File: src/hdl/ppm_pkg.sv
// Shared types and constants for the PPM frame decoder.
// Used by the interfaces, the front end, the command queue, the drain unit and the top level.
package ppm_pkg;

  localparam int unsigned TIME_W = 16;
  localparam int unsigned CNT_W  = 5;   // holds a channel count of up to 31
  localparam int unsigned IDX_W  = 4;   // channel position within a frame
  localparam int unsigned ADDR_W = 5;   // register byte address
  localparam int unsigned DATA_W = 32;

  localparam logic [2:0] REG_MIN_START_GAP    = 3'd0;
  localparam logic [2:0] REG_MAX_PULSE_WIDTH  = 3'd1;
  localparam logic [2:0] REG_MIN_CHANNEL_TIME = 3'd2;
  localparam logic [2:0] REG_MAX_CHANNEL_TIME = 3'd3;
  localparam logic [2:0] REG_LOCK_FRAMES      = 3'd4;
  localparam logic [2:0] REG_MIN_CHANNELS     = 3'd5;

  localparam logic [15:0] RST_MIN_START_GAP    = 16'd2500;
  localparam logic [15:0] RST_MAX_PULSE_WIDTH  = 16'd500;
  localparam logic [15:0] RST_MIN_CHANNEL_TIME = 16'd800;
  localparam logic [15:0] RST_MAX_CHANNEL_TIME = 16'd2200;
  localparam logic [3:0]  RST_LOCK_FRAMES      = 4'd3;
  localparam logic [3:0]  RST_MIN_CHANNELS     = 4'd4;

  typedef struct packed {
    logic [TIME_W-1:0] min_start_gap;
    logic [TIME_W-1:0] max_pulse_width;
    logic [TIME_W-1:0] min_channel_time;
    logic [TIME_W-1:0] max_channel_time;
    logic [3:0]        lock_frames;
    logic [3:0]        min_channels;
  } cfg_t;

  // One published frame waiting for the drain unit
  typedef struct packed {
    logic             bank;
    logic [CNT_W-1:0] count;
    logic [CNT_W-1:0] locked;
  } cmd_t;

  // Channel store write from the front end
  typedef struct packed {
    logic              en;
    logic              bank;
    logic [IDX_W-1:0]  idx;
    logic [TIME_W-1:0] data;
  } wr_t;

  // Drain unit hands a store bank back to the front end
  typedef struct packed {
    logic en;
    logic bank;
  } rel_t;

  typedef enum logic [3:0] {
    PH_UNSYNCED = 4'b0001,
    PH_ARMED    = 4'b0010,
    PH_INACTIVE = 4'b0100,
    PH_ACTIVE   = 4'b1000
  } phase_t;

  typedef enum logic [2:0] {
    DR_IDLE = 3'b001,
    DR_READ = 3'b010,
    DR_EMIT = 3'b100
  } drain_state_t;

endpackage

File: src/hdl/ppm_if.sv
// Valid/ready channel interfaces for capture events and channel results.
// Depends on ppm_pkg for field widths.
interface ppm_in_if;
  logic                       valid;
  logic                       ready;
  logic [ppm_pkg::TIME_W-1:0] capture_time;
  logic                       missed_edge;

  modport source (output valid, output capture_time, output missed_edge, input ready);
  modport sink (input valid, input capture_time, input missed_edge, output ready);
endinterface

interface ppm_out_if;
  logic                       valid;
  logic                       ready;
  logic [ppm_pkg::IDX_W-1:0]  channel_index;
  logic [ppm_pkg::TIME_W-1:0] channel_value;
  logic                       last_of_frame;
  logic [3:0]                 locked_channels;

  modport source (output valid, output channel_index, output channel_value,
                  output last_of_frame, output locked_channels, input ready);
  modport sink (input valid, input channel_index, input channel_value,
                input last_of_frame, input locked_channels, output ready);
endinterface

File: src/hdl/ppm_front.sv
// Front end: accepts capture events, runs the phase machine and the count lock logic.
// Writes channel intervals into the drain unit's store; depends on ppm_pkg and ppm_if.
module ppm_front #(
  parameter int unsigned MAX_CHANNELS = 12
) (
  input  logic            clk,
  input  logic            rst_n,
  input  ppm_pkg::cfg_t   cfg,
  ppm_in_if.sink          in_ch,
  output ppm_pkg::wr_t    wr,
  output logic            push,
  output ppm_pkg::cmd_t   push_cmd,
  input  ppm_pkg::rel_t   rel
);

  localparam logic [ppm_pkg::CNT_W-1:0] MAX_CNT = ppm_pkg::CNT_W'(MAX_CHANNELS);

  logic [ppm_pkg::TIME_W-1:0] prev_edge_r, prev_edge_nxt;
  logic [ppm_pkg::TIME_W-1:0] prev_mark_r, prev_mark_nxt;
  logic [ppm_pkg::CNT_W-1:0]  fcc_r, fcc_nxt;
  logic [ppm_pkg::CNT_W-1:0]  acc_cnt_r, acc_cnt_nxt;
  logic [ppm_pkg::CNT_W-1:0]  cand_r, cand_nxt;
  logic [3:0]                 hold_r, hold_nxt;
  ppm_pkg::phase_t            phase_r, phase_nxt;
  logic                       bank_r, bank_nxt;
  logic [1:0]                 busy_r, busy_nxt;

  logic                       take;
  logic [ppm_pkg::TIME_W-1:0] width;
  logic [ppm_pkg::TIME_W-1:0] interval;

  assign in_ch.ready = !busy_r[bank_r];
  assign take        = in_ch.valid && in_ch.ready;
  assign width       = in_ch.capture_time - prev_edge_r;
  assign interval    = in_ch.capture_time - prev_mark_r;

  always_comb begin
    prev_edge_nxt = prev_edge_r;
    prev_mark_nxt = prev_mark_r;
    fcc_nxt       = fcc_r;
    acc_cnt_nxt   = acc_cnt_r;
    cand_nxt      = cand_r;
    hold_nxt      = hold_r;
    phase_nxt     = phase_r;
    bank_nxt      = bank_r;
    busy_nxt      = busy_r;
    push          = 1'b0;
    push_cmd      = '{bank: bank_r, count: fcc_r, locked: acc_cnt_r};
    wr            = '{en: 1'b0, bank: bank_r, idx: fcc_r[ppm_pkg::IDX_W-1:0],
                      data: interval};

    if (rel.en) begin
      busy_nxt[rel.bank] = 1'b0;
    end

    if (take) begin
      if (in_ch.missed_edge) begin
        phase_nxt   = ppm_pkg::PH_UNSYNCED;
        acc_cnt_nxt = '0;
      end else begin
        prev_edge_nxt = in_ch.capture_time;
        if (width >= cfg.min_start_gap) begin
          if (fcc_r != acc_cnt_r) begin
            priority if (cand_r != fcc_r) begin
              cand_nxt = fcc_r;
              hold_nxt = cfg.lock_frames;
            end else if (hold_r != 4'd0) begin
              hold_nxt = hold_r - 4'd1;
            end else begin
              acc_cnt_nxt = cand_r;
              cand_nxt    = '0;
            end
          end else if (fcc_r > {1'b0, cfg.min_channels}) begin
            // hand the filled bank to the drain unit and switch banks
            push             = 1'b1;
            busy_nxt[bank_r] = 1'b1;
            bank_nxt         = !bank_r;
          end
          fcc_nxt   = '0;
          phase_nxt = ppm_pkg::PH_ARMED;
        end else begin
          unique case (phase_r)
            ppm_pkg::PH_ARMED: begin
              if (width > cfg.max_pulse_width) begin
                phase_nxt   = ppm_pkg::PH_UNSYNCED;
                acc_cnt_nxt = '0;
              end else begin
                prev_mark_nxt = in_ch.capture_time;
                phase_nxt     = ppm_pkg::PH_INACTIVE;
              end
            end
            ppm_pkg::PH_INACTIVE: begin
              phase_nxt = ppm_pkg::PH_ACTIVE;
            end
            ppm_pkg::PH_ACTIVE: begin
              if (width > cfg.max_pulse_width) begin
                phase_nxt   = ppm_pkg::PH_UNSYNCED;
                acc_cnt_nxt = '0;
              end else begin
                prev_mark_nxt = in_ch.capture_time;
                if (interval < cfg.min_channel_time || interval > cfg.max_channel_time) begin
                  phase_nxt   = ppm_pkg::PH_UNSYNCED;
                  acc_cnt_nxt = '0;
                end else begin
                  // drop the interval once the store is full
                  if (fcc_r < MAX_CNT) begin
                    wr.en   = 1'b1;
                    fcc_nxt = fcc_r + 1'b1;
                  end
                  phase_nxt = ppm_pkg::PH_INACTIVE;
                end
              end
            end
            default: begin
              phase_nxt = phase_r;
            end
          endcase
        end
      end
    end
  end

  always_ff @(posedge clk) begin
    if (!rst_n) begin
      prev_edge_r <= '0;
      prev_mark_r <= '0;
      fcc_r       <= '0;
      acc_cnt_r   <= '0;
      cand_r      <= '0;
      hold_r      <= '0;
      phase_r     <= ppm_pkg::PH_UNSYNCED;
      bank_r      <= 1'b0;
      busy_r      <= '0;
    end else begin
      prev_edge_r <= prev_edge_nxt;
      prev_mark_r <= prev_mark_nxt;
      fcc_r       <= fcc_nxt;
      acc_cnt_r   <= acc_cnt_nxt;
      cand_r      <= cand_nxt;
      hold_r      <= hold_nxt;
      phase_r     <= phase_nxt;
      bank_r      <= bank_nxt;
      busy_r      <= busy_nxt;
    end
  end

endmodule

File: src/hdl/ppm_cmd_fifo.sv
// Two-entry queue of published frames between the front end and the drain unit.
// Depends on ppm_pkg for the command type.
module ppm_cmd_fifo (
  input  logic          clk,
  input  logic          rst_n,
  input  logic          push,
  input  ppm_pkg::cmd_t push_cmd,
  input  logic          pop,
  output logic          avail,
  output ppm_pkg::cmd_t head
);

  ppm_pkg::cmd_t slot_r [2];
  logic          wr_ptr_r, wr_ptr_nxt;
  logic          rd_ptr_r, rd_ptr_nxt;
  logic [1:0]    fill_r, fill_nxt;
  logic          do_pop;

  assign avail  = fill_r != 2'd0;
  assign head   = slot_r[rd_ptr_r];
  assign do_pop = pop && avail;

  always_comb begin
    wr_ptr_nxt = wr_ptr_r ^ push;
    rd_ptr_nxt = rd_ptr_r ^ do_pop;
    fill_nxt   = fill_r + {1'b0, push} - {1'b0, do_pop};
  end

  always_ff @(posedge clk) begin
    if (push) begin
      slot_r[wr_ptr_r] <= push_cmd;
    end
  end

  always_ff @(posedge clk) begin
    if (!rst_n) begin
      wr_ptr_r <= 1'b0;
      rd_ptr_r <= 1'b0;
      fill_r   <= '0;
    end else begin
      wr_ptr_r <= wr_ptr_nxt;
      rd_ptr_r <= rd_ptr_nxt;
      fill_r   <= fill_nxt;
    end
  end

endmodule

File: src/hdl/ppm_drain.sv
// Drain unit: holds the two-bank channel store and plays a published frame out as results.
// Depends on ppm_pkg and ppm_if.
module ppm_drain #(
  parameter int unsigned MAX_CHANNELS = 12
) (
  input  logic          clk,
  input  logic          rst_n,
  input  ppm_pkg::wr_t  wr,
  input  logic          cmd_avail,
  input  ppm_pkg::cmd_t cmd,
  output logic          cmd_pop,
  output ppm_pkg::rel_t rel,
  ppm_out_if.source     out_ch
);

  localparam int unsigned DEPTH = 2 * MAX_CHANNELS;
  localparam int unsigned AW    = $clog2(DEPTH);

  logic [ppm_pkg::TIME_W-1:0] store_r [DEPTH];
  logic [ppm_pkg::TIME_W-1:0] rdata_r;

  ppm_pkg::drain_state_t      state_r, state_nxt;
  ppm_pkg::cmd_t              cmd_r, cmd_nxt;
  logic [ppm_pkg::CNT_W-1:0]  idx_r, idx_nxt;

  logic                       out_valid_r, out_valid_nxt;
  logic [ppm_pkg::IDX_W-1:0]  out_index_r, out_index_nxt;
  logic [ppm_pkg::TIME_W-1:0] out_value_r, out_value_nxt;
  logic                       out_last_r, out_last_nxt;
  logic [3:0]                 out_locked_r, out_locked_nxt;

  logic [AW-1:0] wr_addr;
  logic [AW-1:0] rd_addr;
  logic          load;
  logic          last;

  assign wr_addr = AW'(wr.idx) + (wr.bank ? AW'(MAX_CHANNELS) : AW'(0));
  assign rd_addr = AW'(idx_r) + (cmd_r.bank ? AW'(MAX_CHANNELS) : AW'(0));

  always_ff @(posedge clk) begin
    if (wr.en) begin
      store_r[wr_addr] <= wr.data;
    end
    if (state_r == ppm_pkg::DR_READ) begin
      rdata_r <= store_r[rd_addr];
    end
  end

  assign load = !out_valid_r || out_ch.ready;
  assign last = (idx_r + 1'b1) == cmd_r.count;

  always_comb begin
    state_nxt      = state_r;
    cmd_nxt        = cmd_r;
    idx_nxt        = idx_r;
    cmd_pop        = 1'b0;
    rel            = '{en: 1'b0, bank: cmd_r.bank};
    out_valid_nxt  = out_valid_r && !out_ch.ready;
    out_index_nxt  = out_index_r;
    out_value_nxt  = out_value_r;
    out_last_nxt   = out_last_r;
    out_locked_nxt = out_locked_r;

    unique case (state_r)
      ppm_pkg::DR_IDLE: begin
        if (cmd_avail) begin
          cmd_pop   = 1'b1;
          cmd_nxt   = cmd;
          idx_nxt   = '0;
          state_nxt = ppm_pkg::DR_READ;
        end
      end
      ppm_pkg::DR_READ: begin
        state_nxt = ppm_pkg::DR_EMIT;
      end
      ppm_pkg::DR_EMIT: begin
        // hold the read value until the output register frees up
        if (load) begin
          out_valid_nxt  = 1'b1;
          out_index_nxt  = idx_r[ppm_pkg::IDX_W-1:0];
          out_value_nxt  = rdata_r;
          out_last_nxt   = last;
          out_locked_nxt = cmd_r.locked[3:0];
          if (last) begin
            rel.en    = 1'b1;
            state_nxt = ppm_pkg::DR_IDLE;
          end else begin
            idx_nxt   = idx_r + 1'b1;
            state_nxt = ppm_pkg::DR_READ;
          end
        end
      end
      default: begin
        state_nxt = ppm_pkg::DR_IDLE;
      end
    endcase
  end

  always_ff @(posedge clk) begin
    cmd_r        <= cmd_nxt;
    idx_r        <= idx_nxt;
    out_index_r  <= out_index_nxt;
    out_value_r  <= out_value_nxt;
    out_last_r   <= out_last_nxt;
    out_locked_r <= out_locked_nxt;
  end

  always_ff @(posedge clk) begin
    if (!rst_n) begin
      state_r     <= ppm_pkg::DR_IDLE;
      out_valid_r <= 1'b0;
    end else begin
      state_r     <= state_nxt;
      out_valid_r <= out_valid_nxt;
    end
  end

  assign out_ch.valid           = out_valid_r;
  assign out_ch.channel_index   = out_index_r;
  assign out_ch.channel_value   = out_value_r;
  assign out_ch.last_of_frame   = out_last_r;
  assign out_ch.locked_channels = out_locked_r;

endmodule

File: src/hdl/ppm_frame_decoder.sv
// PPM frame decoder top level: configuration registers, front end, frame queue, drain unit.
// Flow: a capture event is taken while ready is high; a frame end that publishes queues the
// frame, then its channel values come out one at a time, each by a store read and an output load.
// Throughput: one event per cycle while the store bank being filled is free; the front end
// stalls only when both banks hold frames not yet played out. Synchronous active-low reset
// clears all control state and loads the register defaults; the channel store is not cleared.
module ppm_frame_decoder #(
  parameter int unsigned MAX_CHANNELS = 12
) (
  input  logic                        clk,
  input  logic                        rst_n,
  ppm_in_if.sink                      in_ch,
  ppm_out_if.source                   out_ch,
  input  logic                        psel,
  input  logic                        penable,
  input  logic                        pwrite,
  input  logic [ppm_pkg::ADDR_W-1:0]  paddr,
  input  logic [ppm_pkg::DATA_W-1:0]  pwdata,
  output logic [ppm_pkg::DATA_W-1:0]  prdata,
  output logic                        pready
);

  ppm_pkg::cfg_t cfg_r, cfg_nxt;
  logic          cfg_we;
  logic [2:0]    reg_sel;

  ppm_pkg::wr_t  wr;
  logic          push;
  ppm_pkg::cmd_t push_cmd;
  logic          cmd_pop;
  logic          cmd_avail;
  ppm_pkg::cmd_t head;
  ppm_pkg::rel_t rel;

  assign pready  = 1'b1;
  assign cfg_we  = psel && penable && pwrite;
  assign reg_sel = paddr[4:2];

  always_comb begin
    cfg_nxt = cfg_r;
    if (cfg_we) begin
      unique case (reg_sel)
        ppm_pkg::REG_MIN_START_GAP:    cfg_nxt.min_start_gap    = pwdata[15:0];
        ppm_pkg::REG_MAX_PULSE_WIDTH:  cfg_nxt.max_pulse_width  = pwdata[15:0];
        ppm_pkg::REG_MIN_CHANNEL_TIME: cfg_nxt.min_channel_time = pwdata[15:0];
        ppm_pkg::REG_MAX_CHANNEL_TIME: cfg_nxt.max_channel_time = pwdata[15:0];
        ppm_pkg::REG_LOCK_FRAMES:      cfg_nxt.lock_frames      = pwdata[3:0];
        ppm_pkg::REG_MIN_CHANNELS:     cfg_nxt.min_channels     = pwdata[3:0];
        default:                       cfg_nxt = cfg_r;
      endcase
    end
  end

  always_comb begin
    unique case (reg_sel)
      ppm_pkg::REG_MIN_START_GAP:    prdata = {16'd0, cfg_r.min_start_gap};
      ppm_pkg::REG_MAX_PULSE_WIDTH:  prdata = {16'd0, cfg_r.max_pulse_width};
      ppm_pkg::REG_MIN_CHANNEL_TIME: prdata = {16'd0, cfg_r.min_channel_time};
      ppm_pkg::REG_MAX_CHANNEL_TIME: prdata = {16'd0, cfg_r.max_channel_time};
      ppm_pkg::REG_LOCK_FRAMES:      prdata = {28'd0, cfg_r.lock_frames};
      ppm_pkg::REG_MIN_CHANNELS:     prdata = {28'd0, cfg_r.min_channels};
      default:                       prdata = '0;
    endcase
  end

  always_ff @(posedge clk) begin
    if (!rst_n) begin
      cfg_r.min_start_gap    <= ppm_pkg::RST_MIN_START_GAP;
      cfg_r.max_pulse_width  <= ppm_pkg::RST_MAX_PULSE_WIDTH;
      cfg_r.min_channel_time <= ppm_pkg::RST_MIN_CHANNEL_TIME;
      cfg_r.max_channel_time <= ppm_pkg::RST_MAX_CHANNEL_TIME;
      cfg_r.lock_frames      <= ppm_pkg::RST_LOCK_FRAMES;
      cfg_r.min_channels     <= ppm_pkg::RST_MIN_CHANNELS;
    end else begin
      cfg_r <= cfg_nxt;
    end
  end

  ppm_front #(
    .MAX_CHANNELS (MAX_CHANNELS)
  ) u_front (
    .clk      (clk),
    .rst_n    (rst_n),
    .cfg      (cfg_r),
    .in_ch    (in_ch),
    .wr       (wr),
    .push     (push),
    .push_cmd (push_cmd),
    .rel      (rel)
  );

  ppm_cmd_fifo u_fifo (
    .clk      (clk),
    .rst_n    (rst_n),
    .push     (push),
    .push_cmd (push_cmd),
    .pop      (cmd_pop),
    .avail    (cmd_avail),
    .head     (head)
  );

  ppm_drain #(
    .MAX_CHANNELS (MAX_CHANNELS)
  ) u_drain (
    .clk       (clk),
    .rst_n     (rst_n),
    .wr        (wr),
    .cmd_avail (cmd_avail),
    .cmd       (head),
    .cmd_pop   (cmd_pop),
    .rel       (rel),
    .out_ch    (out_ch)
  );

endmodule

File: src/flat_wrapper.sv
// flat-port wrapper written by rule: the top's interface ports become plain ports
module ppm_frame_decoder_flat 
#(
  parameter int unsigned MAX_CHANNELS = 12
)
  (clk, rst_n, psel, penable, pwrite, paddr, pwdata, prdata, pready, in_ch_valid, in_ch_capture_time, in_ch_missed_edge, in_ch_ready, out_ch_valid, out_ch_channel_index, out_ch_channel_value, out_ch_last_of_frame, out_ch_locked_channels, out_ch_ready);
  ppm_in_if in_ch_i ();
  ppm_out_if out_ch_i ();
  input  logic clk;
  input  logic rst_n;
  input  logic psel;
  input  logic penable;
  input  logic pwrite;
  input  logic [ppm_pkg::ADDR_W-1:0] paddr;
  input  logic [ppm_pkg::DATA_W-1:0] pwdata;
  output logic [ppm_pkg::DATA_W-1:0] prdata;
  output logic pready;
  input wire logic [$bits(in_ch_i.valid)-1:0] in_ch_valid;
  input wire logic [$bits(in_ch_i.capture_time)-1:0] in_ch_capture_time;
  input wire logic [$bits(in_ch_i.missed_edge)-1:0] in_ch_missed_edge;
  output wire logic [$bits(in_ch_i.ready)-1:0] in_ch_ready;
  output wire logic [$bits(out_ch_i.valid)-1:0] out_ch_valid;
  output wire logic [$bits(out_ch_i.channel_index)-1:0] out_ch_channel_index;
  output wire logic [$bits(out_ch_i.channel_value)-1:0] out_ch_channel_value;
  output wire logic [$bits(out_ch_i.last_of_frame)-1:0] out_ch_last_of_frame;
  output wire logic [$bits(out_ch_i.locked_channels)-1:0] out_ch_locked_channels;
  input wire logic [$bits(out_ch_i.ready)-1:0] out_ch_ready;
  assign in_ch_i.valid = in_ch_valid;
  assign in_ch_i.capture_time = in_ch_capture_time;
  assign in_ch_i.missed_edge = in_ch_missed_edge;
  assign in_ch_ready = in_ch_i.ready;
  assign out_ch_valid = out_ch_i.valid;
  assign out_ch_channel_index = out_ch_i.channel_index;
  assign out_ch_channel_value = out_ch_i.channel_value;
  assign out_ch_last_of_frame = out_ch_i.last_of_frame;
  assign out_ch_locked_channels = out_ch_i.locked_channels;
  assign out_ch_i.ready = out_ch_ready;
  ppm_frame_decoder #(.MAX_CHANNELS(MAX_CHANNELS)) u_core (.clk(clk), .rst_n(rst_n), .in_ch(in_ch_i), .out_ch(out_ch_i), .psel(psel), .penable(penable), .pwrite(pwrite), .paddr(paddr), .pwdata(pwdata), .prdata(prdata), .pready(pready));
endmodule
File: config.mk
export PLATFORM = sky130hd
export DESIGN_NAME = ppm_frame_decoder_flat
export DESIGN_NICKNAME = d
export VERILOG_FILES = /design/src/hdl/ppm_pkg.sv /design/src/hdl/ppm_if.sv /design/src/hdl/ppm_front.sv /design/src/hdl/ppm_cmd_fifo.sv /design/src/hdl/ppm_drain.sv /design/src/hdl/ppm_frame_decoder.sv /design/src/flat_wrapper.sv
export SDC_FILE = /design/constraint.sdc
export NUM_CORES = 1
export LEC_CHECK = 0
export BUFFER_PORTS_ARGS = -buffer_cell sky130_fd_sc_hd__buf_2
export CELL_PAD_IN_SITES_DETAIL_PLACEMENT = 1
export CELL_PAD_IN_SITES_GLOBAL_PLACEMENT = 2
export CORE_MARGIN = 4
export CORE_UTILIZATION = 30
export DETAILED_ROUTE_END_ITERATION = 7
export GPL_TIMING_DRIVEN = 0
export MAX_ROUTING_LAYER = met4
export PLACE_DENSITY = 0.68
export SLEW_MARGIN = 30
export SYNTH_ARGS = -nofsm -noshare
export SYNTH_HDL_FRONTEND = slang
export SYNTH_SLANG_ARGS = --single-unit
File: constraint.sdc
create_clock -name clk -period 6.1 [get_ports clk]
set_clock_uncertainty 0.15 [all_clocks]
set_input_delay 1.22 -clock clk [delete_from_list [all_inputs] [get_ports clk]]
set_output_delay 1.22 -clock clk [all_outputs]
set_load 0.01 [all_outputs]
==> flow_metrics.tcl, run 1 <==
set metrics [dict create \
    status "complete, no violations" \
    endpoint_kind "flip-flop" \
    synth.cell_area_sq_mm 0.0266 \
    final_area_sq_mm 0.0321 \
    synth_top_family_by_area "multiplexers" \
    ys_seq_area_share_pct 62.3 \
    grt_pass1_wl_um 112000 \
    avgRoutedWirePerCell_um 22.4 \
    synth_mux_area_share_pct 12.7 \
    hold_class "reg2reg" \
    ys_top_cells_by_count "edfxtp_1 (460), nand2_1 (209), dfxtp_1 (138)" \
    grt_pass1_vias 17600 \
    max_freq_mhz 171 \
    p_int_mw 8.00 \
    wirelength_met1_um 31700 \
    seqPwrFrac_pct 40.6 \
    synth_top_area_cell "edfxtp_1" \
    finalCritPeriodShare_pct 96.1 \
    gp_congestion 0.818 \
    grt.total_usage_pct 16.4 \
    final_antenna_net_count 0 \
    top_layer_used "met4" \
    vdd_drop_max_mv 0.190 \
    slowest_stage "nor4_4" \
    synthCells 1896 \
    cp_max_fo 6 \
    async_reset_ff_share_pct 0 \
    cts_buffer_depth 3 \
    cts_buffers 68 \
    slew_violations 0 \
    drt_wl_total_um 74900 \
    cp_top_family "compound AO/OA/AOI/OAI gates" \
    clock-sinks 598 \
    num_io_pins 121 \
    cp.arrival_ns 6.03 \
    critical-path-max-stage-delay_ns 0.44 \
    htree_levels 3 \
    rsz0062_at_grt "false" \
    critPathBufInv 4 \
    clkSlewWorstSetupHoldPaths_ns 0.05 \
    final_hold_viol_count 0 \
    viasPerCell 4.90 \
    start_util_pct 30.4 \
    drc 0 \
    synth_adder_area_share_pct 5.43 \
    drtIter0Drc 1057 \
    core_sq_mm 0.0874 \
    layout-drive-gt1-share_pct 23.3 \
    dpl.hpwl_um 55500 \
    cts_tree "done" \
    whs_path_depth 0 \
    ys_warn_count 0 \
    crit_required_ns 6.26 \
    die_width_um 306 \
    fp.dieH_um 306 \
    port_buffers 82 \
    final_nets 2312 \
    p_leak_nw 11.0 \
    via_count 16400 \
    grt_max_degree 27 \
    synth_xor_area_share_pct 1.71 \
    cp_cell_sequence "buf_2 -> inv_1 -> ha_1 -> fa_1 -> nor2b_1 -> o31a_1 -> o211ai_1 -> a21oi_2 -> o31ai_2 -> o21bai_1 -> a21oi_2 -> xnor2_4 -> ha_1 -> nand4_1 -> nor4_4 -> a21boi_4 -> nor4_4 -> buf_6 -> nand3_4 -> nor2_4 -> buf_4" \
    relSlewSlack_pct 33.4 \
    r2r_slack_ns 0.66 \
    synth_edf_count 460 \
    dieArea_sq_mm 0.0935 \
    grt-ovfl-total 0 \
    synth_cell_type_count 73 \
    clock_latency_ns 0.62 \
    dr_wl_met2_um 38400 \
    final.min_clock_period_ns 5.86 \
    power.switching_mw 3.29 \
    synth_simple_gate_area_share_pct 7.94 \
    area_growth_pct 20.8 \
    worst_pin_slew_ns 0.999 \
    criticalPathCategory "in2reg" \
    drv_cap 0 \
    timing.final.ws_setup_ns 0.236 \
    p_per_area_mw_per_mm2 351 \
    ys_seq_elements 598 \
    dp_slack_ns -1.50 \
    syn_area_per_cell_sq_um 14.0 \
    rows 108 \
    yosysTopAreaCellShare_pct 51.9 \
    met3WireLength_um 3140 \
    cts-hold-fix-buffers 0 \
    cp-start-kind "input pin" \
    clock-root-buffer "clkbuf_16" \
    synth_compound_area_share_pct 6.36 \
    yosys-top-cells-area "edfxtp_1 (52%), mux4_2 (11%), dfxtp_1 (10%)" \
    firstDrtPassIters 4 \
    setup-violations-final 0 \
    combinationalPowerShare_pct 23.1 \
    switching_share_pct 29.1 \
    reg2regPathDepth 19 \
    antenna_found_initial 2 \
    cp.depth 21 \
    place_area_sq_mm 0.0293 \
    synth_ff_type "edfxtp_1" \
    clkPwrFrac_pct 36.3 \
    yosysMostFrequentCell "edfxtp_1" \
]
cells by family (layout without fill, tap and decap cells):
| group | count (synthesis) | after routing |
|---|---|---|
| compound gates | 279 | 279 |
| xor+xnor | 52 | 52 |
| fa+ha+maj | 113 | 113 |
| buf+inv | 218 | 498 |
| flops | 598 | 598 |
| mux | 181 | 181 |
| other cells | 2 | 19 |
| simple gates | 453 | 453 |
power by group through the flow:
stage | clock, mW | sequential, mW | combinational (mW)
after floorplan | 0 | 4.66 | 1.68
final | 4.09 | 4.58 | 2.61
after global routing | 4.38 | 4.59 | 2.84
after detailed placement | 0 | 4.67 | 2.65
after global placement | 0 | 4.68 | 2.54
after CTS | 4.21 | 4.58 | 2.67
registers in the layout (all words and copies together) (netlist names), 5 cells and up:
signal                               flops
u_core.u_front.acc_cnt_r                 5
u_core.u_front.prev_mark_r              16
u_core.u_drain.out_ch.channel_value     16
u_core.u_front.cand_r                    5
u_core.u_front.fcc_r                     5
u_core.u_drain.store_r                 384
u_core.u_fifo.slot_r                    20
u_core.u_drain.cmd_r                     9
u_core.u_drain.rdata_r                  16
u_core.u_drain.idx_r                     5
u_core.u_front.prev_edge_r              16
u_core.cfg_r                            72
metrics by stage:
stage	TNS [ns]	util (%)	hold WS, ns	power (mW)	cells
2_1_floorplan	-58.78	-	0.250	6.33	1911
3_3_place_gp	-1356.05	32.6	0.251	7.21	3148
3_5_place_dp	-532.66	33.5	0.256	7.32	3188
4_1_cts	0	36.7	0.269	11.5	3341
5_1_grt	0	36.8	0.277	11.8	3347
6_report	0	36.8	0.267	11.3	3348
layout make-up:
class / count / area (sq um)
timing repair buffer: 157 / 1340
fill: 9098 / 55300
clock buffer: 79 / 1770
sequential: 598 / 16600
clock inverter: 44 / 492
buffer: 100 / 498
antenna: 2 / 5.00
inverter: 118 / 443
multi-input combinational: 1095 / 9580
tap: 1155 / 1450
worst reg2reg max path, cell delays in order (launching register included):
cell and delay [ns]:
dfxtp_1 0.38, inv_1 0.06, ha_1 0.26, nor2b_1 0.14, o31a_1 0.31, o211ai_1 0.24
a21oi_1 0.16, o311ai_1 0.44, nand2b_1 0.10, a21oi_1 0.25, xnor2_2 0.23, ha_1 0.38
nand4_1 0.19, nor4_4 0.44, a21boi_4 0.18, nor4_4 0.39, buf_6 0.20, nand3_4 0.22
nor2_4 0.23, buf_4 0.20
placed cells by master (no fill, tap or decap), types with 15 or more instances in the layout:
cell type  netlist  final
dfxtp_1        138    138
conb_1           2     17
buf_2           14     99
clkbuf_1        57     64
nand3_1         22     22
a21oi_1        124    119
xnor2_1         37     25
nor2_1         103     77
mux2i_1         46     46
inv_1          117    116
o21ai_0         54     53
nor2b_1         22     22
nor2_4           0     26
o211ai_1        25     25
nand2_1        209    209
nor3_1          20     20
edfxtp_1       460    460
buf_4           17     42
clkbuf_16        0     68
xor2_1          15     15
mux4_2         125    125
ha_1           109    107
buf_6            1     25
clkinv_1         0     15
metal layers:
| metal | track usage [%] | vias up |
|---|---|---|
| met5 | - | - |
| met4 | 4.49 | 0 |
| met3 | 2.64 | 100 |
| met2 | 28.1 | 326 |
| met1 | 20.3 | 8438 |
| li1 | - | 7538 |
path summary, 6_finish.rpt:
kind                                               from                                               end
min                 u_core.u_drain.rdata_r[3]$_DFFE_PP_  u_core.u_drain.out_ch.channel_value[3]$_DFFE_PP_
max reg2reg  u_core.u_front.prev_mark_r[1]$_SDFFE_PN0P_          u_core.u_drain.store_r[15][15]$_DFFE_PP_
max                               in_ch_capture_time[0]          u_core.u_drain.store_r[15][15]$_DFFE_PP_
min reg2reg         u_core.u_drain.rdata_r[3]$_DFFE_PP_  u_core.u_drain.out_ch.channel_value[3]$_DFFE_PP_
timing repair:
item                       in CTS  in global routing
setup buffers                  30                  4
pin swaps                      25                  7
setup endpoints to repair     414                405
gates cloned                    0                  1
resized for setup              19                  9
No activity file was read; power rests on OpenSTA's default activity.
==> run 2: changes to the inputs <==
--- a/config.mk
+++ b/config.mk
@@ -5,6 +5,7 @@
 export SDC_FILE = /design/constraint.sdc
 export NUM_CORES = 1
 export LEC_CHECK = 0
+export ABC_AREA = 1
 export BUFFER_PORTS_ARGS = -buffer_cell sky130_fd_sc_hd__buf_2
 export CELL_PAD_IN_SITES_DETAIL_PLACEMENT = 1
 export CELL_PAD_IN_SITES_GLOBAL_PLACEMENT = 2
@@ -13,7 +14,7 @@
 export DETAILED_ROUTE_END_ITERATION = 7
 export GPL_TIMING_DRIVEN = 0
 export MAX_ROUTING_LAYER = met4
-export PLACE_DENSITY = 0.68
+export PLACE_DENSITY = 0.71
 export SLEW_MARGIN = 30
 export SYNTH_ARGS = -nofsm -noshare
 export SYNTH_HDL_FRONTEND = slang
==> flow_metrics.tcl, run 2 <==
set metrics [dict create \
    status "complete, no violations" \
    critPathBufInv 4 \
    grt_pass1_wl_um 135000 \
    core_sq_mm 0.0885 \
    setup-violations-final 0 \
    gp_congestion 0.865 \
    fin_cells 3929 \
    final_common_cell "edfxtp_1" \
    largest_reg_flops 384 \
    worst_pin_slew_ns 0.978 \
    ys_seq_elements 598 \
    r2r_end "u_core.u_drain.store_r[1][7]$_DFFE_PP_" \
    criticalPathCategory "in2reg" \
    yosysTopAreaCellShare_pct 51.6 \
    async_reset_ff_share_pct 0 \
    final_antenna_net_count 0 \
    ys_top_cells_by_count "edfxtp_1 (460), o21ai_0 (322), nor2_1 (304)" \
    yosysMostFrequentCell "edfxtp_1" \
    dieArea_sq_mm 0.0941 \
    clock-sinks 598 \
    cp_cell_sequence "buf_2 -> inv_1 -> ha_1 -> fa_1 -> nor4_2 -> nor2_1 -> o21ai_2 -> a21boi_0 -> o21ai_0 -> xor2_1 -> bufinv_8 -> ha_1 -> nand4_1 -> nor2_2 -> nand3_1 -> nand2_1 -> nand2_1 -> nor2_4 -> nand4_4 -> nor2_8 -> nand2_4 -> nor2_4 -> buf_6" \
    htree_levels 3 \
    r2r-start "u_core.u_front.prev_mark_r[3]$_SDFFE_PN0P_" \
    drc 0 \
    rows 109 \
    r2r_slack_ns 0.79 \
    final_hold_viol_count 0 \
    crit_required_ns 6.26 \
    port_buffers 85 \
    final.min_clock_period_ns 5.79 \
    drtIter0Drc 1244 \
    vdd_drop_max_mv 0.190 \
    synth_ff_type "edfxtp_1" \
    ys_seq_area_share_pct 61.9 \
    synth_simple_gate_area_share_pct 10.8 \
    grt_pass1_vias 21300 \
    dp_slack_ns -1.02 \
    drv_cap 0 \
    drt_wl_total_um 90500 \
    rsz0062_at_grt "false" \
    synth_edf_count 460 \
    place_inst 3773 \
    firstDrtPassIters 6 \
    cts_tree "done" \
    synth_compound_area_share_pct 15.0 \
    cts_buffers 69 \
    cp.arrival_ns 5.95 \
    worstHoldEndpoint "u_core.u_drain.out_ch.locked_channels[0]$_DFFE_PP_" \
    die_width_um 307 \
    final_area_sq_mm 0.0323 \
    fp.dieH_um 307 \
    cts_buffer_depth 3 \
    reg2regPathDepth 22 \
    synth_adder_area_share_pct 5.39 \
    hold_class "reg2reg" \
    final_nets 2884 \
    dpl.hpwl_um 65200 \
    layout-drive-gt1-share_pct 14.1 \
    grt-ovfl-total 0 \
    clock_latency_ns 0.63 \
    slew_violations 0 \
    syn_area_per_cell_sq_um 10.8 \
    reg_top3 "u_core.u_drain.store_r: 384 flops, u_core.cfg_r: 72 flops, u_core.u_fifo.slot_r: 20 flops" \
    min_from "u_core.u_drain.cmd_r[0]$_DFFE_PP_" \
    antenna_found_initial 1 \
    synth_top_area_cell "edfxtp_1" \
    timing.final.ws_setup_ns 0.307 \
    grt.total_usage_pct 19.6 \
    cp_max_fo 26 \
    p_per_area_mw_per_mm2 407 \
    yosys-top-cells-area "edfxtp_1 (52%), dfxtp_1 (10%), o21ai_0 (6.0%)" \
    layout_common_cells "edfxtp_1 (460), o21ai_0 (322), nor2_1 (278)" \
    clkSlewWorstSetupHoldPaths_ns 0.06 \
    synth_xor_area_share_pct 1.50 \
    viasPerCell 5.11 \
    synth.cell_area_sq_mm 0.0268 \
    finalCritPeriodShare_pct 95.0 \
    whs_path_depth 0 \
    clock-root-buffer "clkbuf_16" \
    area_growth_pct 20.4 \
    start_util_pct 30.3 \
    max_freq_mhz 173 \
    top_register "u_core.u_drain.store_r" \
    timing.hold.ws_ns 0.268 \
    place_area_sq_mm 0.0295 \
    grt_max_degree 27 \
    cp-start-kind "input pin" \
    critical-path-max-stage-delay_ns 0.47 \
    synth_mux_area_share_pct 0 \
    synth_cell_type_count 58 \
    tns_ns 0 \
    ys_warn_count 0 \
    via_count 20100 \
    cp_top_family "simple AND/OR/NAND/NOR gates" \
    num_io_pins 121 \
    avgRoutedWirePerCell_um 23.0 \
    synthCells 2478 \
    p_leak_nw 11.8 \
    relSlewSlack_pct 34.4 \
    endpoint_kind "flip-flop" \
    synth_top_family_by_area "compound AO/OA/AOI/OAI gates" \
    slowest_stage "fa_1" \
]
-- run 2: cell types whose count changed after synthesis, moves of 23 or more --
| cell | change |
|---|---|
| o21ai_0 | +268 |
| nor2_1 | +201 |
| mux4_2 | -125 |
| inv_1 | +93 |
| o221ai_1 | +74 |
| mux2i_1 | -46 |
| a21oi_1 | +43 |
| nand3_1 | +40 |
| o22ai_1 | +32 |
| nand2_1 | +29 |
| clkbuf_1 | +23 |
-- run 2: final cells by class --
cell class                      instances  area, sq um
Fill cell                            9683        56300
Sequential cell                       598        16600
Multi-Input combinational cell       1543         9170
Clock buffer                           87         1850
Tap cell                             1165         1460
Timing Repair Buffer                  146         1380
Inverter                              222          852
Buffer                                130          611
Clock inverter                         37          355
Antenna cell                            1         2.50
-- run 2: logic make-up after synthesis --
| kind of cell | count (synthesis) |
|---|---|
| compound gates | 698 |
| simple gates | 669 |
| flops | 598 |
| buf+inv | 352 |
| fa+ha+maj | 113 |
| xor+xnor | 46 |
| other cells | 2 |
-- run 2: timing repair --
item / CTS / global route
pin swaps: 21 / 3
setup buffers: 25 / 6
hold buffers: 0 / 0
endpoints found under the setup margin: 384 / 384
endpoints found under the hold margin: 0 / 0
resized for setup: 9 / 7
-- run 2: report_power, final --
part	switching, mW	internal [mW]	total, mW	leakage (nW)
Combinational	3.19	1.13	4.33	5.41
Sequential	0.0939	4.64	4.73	5.27
Clock	1.75	2.34	4.09	1.07
Total	5.04	8.10	13.1	11.8
-- run 2: routing by layer --
layer | track usage, % | wire length (um) | share of wire (%)
met1 | 24.2 | 38700 | 43
met2 | 33.0 | 44300 | 49
met3 | 3.13 | 4280 | 4.7
met4 | 6.68 | 3270 | 3.6
met5 | - | 0 | 0
-- run 2: worst max path at each step --
| stage | cells past startpoint | end | start | slack, ns |
|---|---|---|---|---|
| after floorplan | 22 | u_core.u_drain.store_r[0][0]$_DFFE_PP_ | in_ch_capture_time[0] | 0.04 |
| after global placement | 23 | u_core.u_drain.store_r[10][10]$_DFFE_PP_ | in_ch_capture_time[0] | -3.13 |
| after detailed placement | 23 | u_core.u_drain.store_r[14][12]$_DFFE_PP_ | in_ch_capture_time[0] | -1.02 |
| after CTS | 23 | u_core.u_drain.store_r[1][5]$_DFFE_PP_ | in_ch_capture_time[0] | 0.04 |
| after global routing | 23 | u_core.u_drain.store_r[1][5]$_DFFE_PP_ | in_ch_capture_time[0] | 0.01 |
| final | 23 | u_core.u_drain.store_r[1][7]$_DFFE_PP_ | in_ch_capture_time[0] | 0.31 |
-- run 2: metrics by stage --
step | power [mW] | util [%]
5_1_grt | 13.8 | 36.4
2_1_floorplan | 7.17 | -
3_3_place_gp | 8.94 | 32.4
3_5_place_dp | 9.12 | 33.4
4_1_cts | 13.2 | 36.4
6_report | 13.1 | 36.4
==> run 3: changes to the inputs <==
--- a/config.mk
+++ b/config.mk
@@ -6,15 +6,15 @@
 export NUM_CORES = 1
 export LEC_CHECK = 0
 export ABC_AREA = 1
-export BUFFER_PORTS_ARGS = -buffer_cell sky130_fd_sc_hd__buf_2
 export CELL_PAD_IN_SITES_DETAIL_PLACEMENT = 1
 export CELL_PAD_IN_SITES_GLOBAL_PLACEMENT = 2
 export CORE_MARGIN = 4
-export CORE_UTILIZATION = 30
+export CORE_UTILIZATION = 39
 export DETAILED_ROUTE_END_ITERATION = 7
+export DONT_BUFFER_PORTS = 1
 export GPL_TIMING_DRIVEN = 0
 export MAX_ROUTING_LAYER = met4
-export PLACE_DENSITY = 0.71
+export PLACE_DENSITY = 0.84
 export SLEW_MARGIN = 30
 export SYNTH_ARGS = -nofsm -noshare
 export SYNTH_HDL_FRONTEND = slang
==> flow_metrics.tcl, run 3 (same netlist as run 2, synthesis figures left out) <==
set metrics [dict create \
    viasPerCell 5.62 \
    hold_class "reg2reg" \
    grt_pass1_vias 20900 \
    antenna_cells 0 \
    grt_pass1_wl_um 128000 \
    cts-hold-fix-buffers 0 \
    finalCritPeriodShare_pct 96.3 \
    dieArea_sq_mm 0.0729 \
    drtIter0Drc 1562 \
    clock_latency_ns 0.60 \
    dp_slack_ns -0.982 \
    setup-violations-final 0 \
    place_inst 3391 \
    avgRoutedWirePerCell_um 24.3 \
    timing.hold.ws_ns 0.268 \
    timing.final.ws_setup_ns 0.225 \
    drv_cap 0 \
    final_hold_viol_count 0 \
    clock-root-buffer "clkbuf_16" \
    worst_pin_slew_ns 0.998 \
    cts_buffer_depth 3 \
    criticalPathCategory "in2reg" \
    clkSlewWorstSetupHoldPaths_ns 0.06 \
    rows 95 \
    p_leak_nw 11.4 \
    top_register "u_core.u_drain.store_r" \
    dpl.hpwl_um 61100 \
    firstDrtPassIters 7 \
    final.min_clock_period_ns 5.88 \
    clock-sinks 598 \
    p_per_area_mw_per_mm2 420 \
    relSlewSlack_pct 33.4 \
    cp.arrival_ns 6.03 \
    layout_common_cells "edfxtp_1 (460), o21ai_0 (321), nor2_1 (278)" \
    status "complete, no violations" \
    largest_reg_flops 384 \
    num_io_pins 121 \
    layout-drive-gt1-share_pct 11.5 \
    power_mw 13.2 \
    drc 0 \
    cts_tree "done" \
    tns_ns 0 \
    start_util_pct 39.6 \
    final_nets 2799 \
    fp.dieH_um 270 \
    drt_wl_total_um 86400 \
    htree_levels 3 \
    fin_cells 3552 \
    crit_required_ns 6.26 \
    port_buffers 0 \
    grt-ovfl-total 0 \
    via_count 20000 \
    final_antenna_net_count 0 \
    die_width_um 270 \
    core_sq_mm 0.0676 \
    antenna_found_initial 1 \
    rsz0062_at_grt "false" \
    reg_top3 "u_core.u_drain.store_r: 384 flops, u_core.cfg_r: 72 flops, u_core.u_fifo.slot_r: 20 flops" \
    slew_violations 0 \
    cp-start-kind "input pin" \
    grt.total_usage_pct 23.5 \
    grt_max_degree 27 \
    final_common_cell "edfxtp_1" \
    vdd_drop_max_mv 0.208 \
    max_freq_mhz 170 \
    endpoint_kind "flip-flop" \
    n_fill_cell 7281 \
    area_growth_pct 17.7 \
    cp_max_fo 18 \
    gp_congestion 0.905 \
    cts_buffers 69 \
]
[run 3: where the power goes]
| group | leakage, nW | internal (mW) | switching [mW] | total, mW |
|---|---|---|---|---|
| clock network | 1.14 | 2.57 | 1.71 | 4.28 |
| registers | 5.27 | 4.64 | 0.0955 | 4.73 |
| logic | 5.02 | 1.11 | 3.11 | 4.22 |
[run 3: routing by layer]
layer  GRT usage (%)  share of wire [%]
met1            28.1                 40
met2            40.6                 50
met3            3.60                5.8
met4            8.33                3.8
met5               -                  0
[run 3: per-stage QoR]
stage,area (sq um),util (%)
floorplan,26800,-
global placement,27900,41.3
detailed placement,28600,42.3
CTS,31000,45.8
global route,31500,46.6
finish,31500,46.6
[run 3: area by class of cell]
cell class | instances | area (sq um) | area share [%]
flip-flops and latches | 598 | 16600 | 52.6
repair inverters | 1 | 5.00 | 0.0159
repair buffers | 60 | 880 | 2.79
clock buffers | 87 | 1910 | 6.06
plain buffers | 130 | 611 | 1.94
inverters | 222 | 840 | 2.66
well taps | 873 | 1090 | 3.47
multi-input cells | 1543 | 9160 | 29.1
clock inverters | 38 | 432 | 1.37
[run 3: path summary, 6_finish.rpt]
kind,to,start,cells after the start,slack (ns)
worst max-delay path,u_core.u_drain.store_r[13][3]$_DFFE_PP_,in_ch_capture_time[2],21,0.22
worst min-delay path,u_core.u_drain.out_ch.channel_value[9]$_DFFE_PP_,u_core.u_drain.rdata_r[9]$_DFFE_PP_,0,0.27
worst max register to register,u_core.u_drain.store_r[13][3]$_DFFE_PP_,u_core.u_front.prev_mark_r[2]$_SDFFE_PN0P_,22,0.51
worst min register to register,u_core.u_drain.out_ch.channel_value[9]$_DFFE_PP_,u_core.u_drain.rdata_r[9]$_DFFE_PP_,0,0.27
[run 3: timing repair]
action	4_1_cts	5_1_grt
gates cloned	1	0
resized for setup	3	5
pin swaps	2	21
buffers inserted	4	31
setup endpoints to repair	384	378
[run 3: worst max-delay path, cell delays in order]
cell and delay, ns:
ha_1 0.35, a21oi_1 0.17, o21ai_1 0.21, nand3_1 0.13, o2111ai_1 0.31, a211oi_1 0.80, xor2_4 0.40, buf_16 0.22
ha_1 0.28, a21oi_1 0.13, o21ai_0 0.12, nor2_1 0.18, nand2_1 0.08, nand2_1 0.09, nand2_1 0.09, nor2_2 0.19
nand4_4 0.15, nor2_8 0.20, nand2_4 0.17, nor2_4 0.27, buf_6 0.22
